## config.mk

```make
export PLATFORM = sky130hd
export DESIGN_NAME = kfli_front
export DESIGN_NICKNAME = d
export VERILOG_FILES = /design/src/rtl/core/kfli_pkg.sv /design/src/rtl/core/kfli_front.sv
export SDC_FILE = /design/constraint.sdc
export NUM_CORES = 1
export LEC_CHECK = 0
export BUFFER_PORTS_ARGS = -buffer_cell sky130_fd_sc_hd__buf_2
export CAP_MARGIN = 20
export CORE_ASPECT_RATIO = 0.75
export CORE_MARGIN = 1.5
export CORE_UTILIZATION = 56
export DETAILED_ROUTE_END_ITERATION = 12
export GPL_TIMING_DRIVEN = 1
export MAX_ROUTING_LAYER = met4
export PLACE_DENSITY = 0.89
export SKIP_LAST_GASP = 1
export SYNTH_ARGS = -nofsm -noshare
export SYNTH_HDL_FRONTEND = slang
export SYNTH_SLANG_ARGS = --single-unit
```

## constraint.sdc

```tcl
create_clock -name i_clk -period 14 [get_ports i_clk]
set_input_delay 1.4 -clock i_clk [delete_from_list [all_inputs] [get_ports i_clk]]
set_output_delay 1.4 -clock i_clk [all_outputs]
set_load 0.005 [all_outputs]
```

## src/rtl/core/kfli_pkg.sv

```systemverilog
package kfli_pkg;

    localparam int MAX_KEYS_DEF       = 16;
    localparam int MAX_COMPONENTS_DEF = 4;
    localparam int QUEUE_DEPTH        = 2;

    typedef enum logic [1:0] {
        KIND_CLEAR  = 2'd0,
        KIND_APPEND = 2'd1,
        KIND_EVAL   = 2'd2,
        KIND_NONE   = 2'd3
    } t_kind;

    typedef enum logic [1:0] {
        ST_OK    = 2'd0,
        ST_FULL  = 2'd1,
        ST_EMPTY = 2'd2
    } t_status;

    typedef struct packed {
        logic [1:0]         kind;
        logic [31:0]        time_point;
        logic [2:0]         component_count;
        logic signed [31:0] in_value0;
        logic signed [31:0] in_value1;
        logic signed [31:0] in_value2;
        logic signed [31:0] in_value3;
    } t_in_item;

    typedef struct packed {
        logic [1:0]         status;
        logic [2:0]         result_count;
        logic signed [31:0] out_value0;
        logic signed [31:0] out_value1;
        logic signed [31:0] out_value2;
        logic signed [31:0] out_value3;
    } t_out_item;

    // Classified item passed from front to back
    typedef struct packed {
        t_kind       kind;
        logic [31:0] time_point;
        logic [2:0]  component_count;
        logic [3:0][31:0] values;
    } t_cmd;

    typedef enum logic [3:0] {
        S_IDLE,
        S_RD_FIRST,
        S_CHK_FIRST,
        S_RD_LAST,
        S_CHK_LAST,
        S_SRCH_RD,
        S_SRCH_WAIT,
        S_SRCH_CHK,
        S_PAIR_RD,
        S_PAIR_WAIT,
        S_PAIR_SET,
        S_COMP_RD,
        S_DIV,
        S_COMP_WR,
        S_OUT
    } t_state;

endpackage

```

## src/rtl/core/kfli_front.sv

```systemverilog
module kfli_front (
    input  logic              i_clk,
    input  logic              i_rst_n,
    input  logic              i_valid,
    output logic              o_ready,
    input  kfli_pkg::t_in_item i_item,
    output logic              o_cmd_valid,
    input  logic              i_cmd_ready,
    output kfli_pkg::t_cmd    o_cmd
);
    import kfli_pkg::*;

    t_cmd       r_q [QUEUE_DEPTH];
    logic       r_wp, r_rp;
    logic [1:0] r_cnt;
    t_cmd       w_cmd;
    logic       w_push, w_pop;

    // Classify the incoming item and saturate the component count
    always_comb begin
        w_cmd.kind       = t_kind'(i_item.kind);
        w_cmd.time_point = i_item.time_point;
        w_cmd.component_count = (i_item.component_count > 3'd4) ? 3'd4
                                                                 : i_item.component_count;
        w_cmd.values[0] = i_item.in_value0;
        w_cmd.values[1] = i_item.in_value1;
        w_cmd.values[2] = i_item.in_value2;
        w_cmd.values[3] = i_item.in_value3;
    end

    assign o_ready     = (r_cnt != 2'd2);
    assign o_cmd_valid = (r_cnt != 2'd0);
    assign o_cmd       = r_q[r_rp];
    assign w_push      = i_valid && o_ready;
    assign w_pop       = o_cmd_valid && i_cmd_ready;

    // Hold items in a two-entry queue
    always_ff @(posedge i_clk) begin
        if (!i_rst_n) begin
            r_wp  <= 1'b0;
            r_rp  <= 1'b0;
            r_cnt <= 2'd0;
        end else begin
            if (w_push) r_wp <= ~r_wp;
            if (w_pop)  r_rp <= ~r_rp;
            r_cnt <= r_cnt + {1'b0, w_push} - {1'b0, w_pop};
        end
    end

    always_ff @(posedge i_clk) begin
        if (w_push) r_q[r_wp] <= w_cmd;
    end
endmodule

```

Word level (Yosys, flattened, before mapping)
Memories as Yosys holds them, arrays and structs flattened. A register that Yosys moved wholly into a read port is not among the register bits. Cells that the tools add are included.

Add/subtract/negate cells: 2. Multipliers: 0. Divide/modulo/power cells: 0. Order comparisons: 1. Eq/ne operators: 1. Shifts and indexed selects: 0. Mux-type cells: 5. Bitwise gates (word level): 2. Reductions and logical operators: 3.

Operators with widths (count): 1-bit two-way mux (4); 3-bit > comparator (second input constant) (1); 3-bit two-way mux (1); 2-bit by 1-bit adder with 2-bit output (1); 1-bit logical AND (2); 2-bit inequality test (second input constant) (1); 1-bit NOT (2); 2-bit nonzero test (1); 2-bit by 1-bit subtractor with 2-bit output (1).

Register bits: 4. Bits in latches: 0. Bits in writable memories: 330. Memory bits (read-only): 0. Input port bits: 169. Output and inout port bits: 167. Logic and storage cells: 18. Memories: 1.

Memories: r_q (words 2, width 165, read ports 1, clocked after Yosys merged registers in 1, wr ports 1, RTL line kfli_front.sv:13) `t_cmd r_q [QUEUE_DEPTH];`.

Depth between registers and ports, before layout
Depth after elaboration: 4. Mapped depth: 6.

Worst setup path before layout
Ideal clock, no wire load.

Path type: input to register. From: input port i_valid. To: memory r_q[1][0] (netlist name), enable pin. Data arrival time: 5.230 ns. Data required time: 13.454 ns. Setup slack: 8.224 ns. Stages: 1. Path buffers: 0. Cell sequence: and3_1.

Cells in the longest elaborated chain, start to end: 3.

Ends and longest elaborated chain: start, declared (RTL line kfli_front.sv:4) `input logic i_valid,`; 1-bit logical AND (RTL line kfli_front.sv:34) `assign w_push = i_valid && o_ready;`; 1-bit two-way mux (RTL line kfli_front.sv:51) `if (w_push) r_q[r_wp] <= w_cmd;`; 1-bit two-way mux (not written as such) (RTL line kfli_front.sv:51); end, declared (RTL line kfli_front.sv:13).

No other way between the ends.

==> metrics.cfg <==
[status]
outcome=complete, no violations

[finish]
fin_cells=1215
layout-drive-gt1-share=0.604
layout.cells.most_common=sky130_fd_sc_hd__buf_2
final.fill_count=1296
commonest_cells_after_routing_fill_and_taps_aside=335 x sky130_fd_sc_hd__buf_2, 330 x sky130_fd_sc_hd__edfxtp_1, 165 x sky130_fd_sc_hd__mux2_2
synth_to_final_area_change_pct=23.7
design.final.nets=1069

[critical_path]
worst_path_max_delay_cell=sky130_fd_sc_hd__buf_4
timing.critical_path.cells=buf_4 -> mux2_2 -> buf_2
cpLargestDelayFamily=buffers and inverters
critical-path-max-stage-delay_ns=0.79
critPathArrivalTime_ns=2.44
worstSetupStartpointType=flop
worst_ep_required_time_ns=12.60
cp_max_fo=77
critical_path_class=reg -> out
critPathBufInv=2
cp_capture_type=primary output

[detailed_routing]
detailedRoute.firstIterationViolations=421
wl_um=24000
drc=0
wire_per_inst_um=19.8
vias=6351
drt.antenna.violating_nets=0
detail_route.first_pass.iterations=5
viasPerCell=5.23

[place]
detailedPlace.worstSlack_ns=10.17
dp_hpwl_um=15700
io_buffer_count=335
dpl.cell_count=1154
place.gp.congestion=0.792

[synth]
synth_cell_type_count=25
netlist_top_cells_area=sky130_fd_sc_hd__edfxtp_1 81%, sky130_fd_sc_hd__mux2_2 15%, sky130_fd_sc_hd__buf_6 1.6%
ys_async_sr_fraction=0
yosys_warnings=0
post_synth_inst_count=545
postSynthAreaPerCell_um2=22.5
number_of_flops_mapped_to_enable_cells_by_yosys=330
synth-main-ff-cell=sky130_fd_sc_hd__edfxtp_1
synth.yosys.seq_area_share=0.817
synth_top_cell_area_share=0.809
ys_seq_elements=335
synthesis.area_mm2=0.0123
synth_fp_nets=715
synth.largest_area_cell=sky130_fd_sc_hd__edfxtp_1

[die]
die_w_um=174
top_ports=336
floorplan_die_area_mm2=0.0228
die-height_um=131
placement_rows=46
start_util=0.575
placeableCoreArea_mm2=0.0213

[sta]
slew-limit-headroom=0.321
timing.final.max_slew_violations=0
clock_skew_ns=0.00654
final_worst_setup_slack_ns=10.16
timing.final.crit_share=0.275
setup_viol_count_final=0
max_freq_mhz=260
grt_setup_unrepaired=false
worstMarginPinSlew_ns=1.02
final.min_clock_period_ns=3.84
finalSetupTns_ns=0
hold_viol_final=0

[clock_network]
clk_pin_slew_worst_paths_ns=0.06
clk_latency_ns=0.54
cts_tree=built
htreeDepth=1
ctsRootBufferMaster=sky130_fd_sc_hd__clkbuf_16
cts_inserted_buffers=30
cts_sinks=335
post-cts-setup-buffers=0
cts-root-to-sink-buffers=3
ctsHoldBuffers=0
post_cts_resized=0

[hold_path]
hp-class=reg -> reg

[pwr]
p_leak_nw=5.65
vdd_drop_max_uv=125
power_density_mw_per_mm2=167

[grt]
global_route_wire_length_before_repair_um=34200
largest_net_degree_at_the_start_of_global_routing=85
antenna_violations_before_repair=3
global_route.overflow_total=0
grt_pass1_vias=6426
grt_use_total=0.204

[run]
maxCapViolCount=0

-- cells in the mapped netlist, types with 2 or more instances --
master / n
sky130_fd_sc_hd__edfxtp_1: 330
sky130_fd_sc_hd__mux2_2: 165
sky130_fd_sc_hd__buf_6: 17
sky130_fd_sc_hd__dfxtp_1: 5
sky130_fd_sc_hd__and2_1: 3
sky130_fd_sc_hd__nor2b_1: 3
sky130_fd_sc_hd__a21bo_2: 2
sky130_fd_sc_hd__nor2_1: 2
sky130_fd_sc_hd__o21ai_0: 2
-- flip-flops by register name, indices dropped and copies added, names as in the netlist, named ones only --
signal,flops
r_rp,1
r_wp,1
r_cnt,2
r_q,330
-- routing by layer --
metal | global-route usage | vias to the layer above | part of all wire
met3 | 0.0528 | 40 | 0.085
met2 | 0.346 | 295 | 0.50
met1 | 0.249 | 3131 | 0.40
met4 | 0.0502 | 0 | 0.019
li1 | - | 2885 | -
met5 | - | - | 0
-- worst register-to-register path, cell delays in order (launching register included) --
cell	delay, ns
sky130_fd_sc_hd__dfxtp_1	0.48
sky130_fd_sc_hd__nand2b_4	0.21
sky130_fd_sc_hd__nand3b_1	0.18
sky130_fd_sc_hd__inv_6	0.61
sky130_fd_sc_hd__buf_4	0.45
sky130_fd_sc_hd__buf_16	0.34
-- stage by stage --
step / utilization / hold slack (ns) / total power, W / area (um^2)
global placement: 0.664 / 0.563 / 0.00172 / 14100
floorplan: - / 0.529 / 0.00156 / 12300
detailed placement: 0.664 / 0.572 / 0.00174 / 14100
CTS: 0.710 / 0.591 / 0.00254 / 15100
finish: 0.712 / 0.588 / 0.00253 / 15200
global route: 0.712 / 0.628 / 0.00262 / 15200
-- area by class of cell --
cell class,instances,area (um^2),share of cell area
well taps,288,360,0.0238
flip-flops and latches,335,10000,0.661
clock buffers,42,837,0.0552
multi-input cells,190,2040,0.135
repair buffers,341,1740,0.115
inverters,1,8.76,0.000578
diodes,5,12.5,0.000825
clock inverters,13,144,0.00949
-- report_power, final --
part / internal, W / switching, W / leakage (nW)
logic: 0.000238 / 0.000231 / 2.04
clock network: 0.000471 / 0.000335 / 0.480
registers: 0.00122 / 0.0000299 / 3.13
-- logic make-up after synthesis --
group           Yosys count  synth area share
flops                   335             0.817
mux                     166             0.152
simple gates             15           0.00766
compound gates            7           0.00439
buf+inv                  20            0.0166
xor+xnor                  1          0.000715
fa+ha+maj                 1           0.00102
-- worst paths after layout --
path	slack, ns	endpoint	startpoint	depth (start not counted)
min reg2reg	0.59	flop	r_rp	2
max reg2reg	11.34	r_q[0][135]	r_cnt[0]	5
min	0.59	flop	r_rp	2
max	10.16	o_cmd[91]	flop	3
Note: power is estimated with default switching activity, not from simulation.
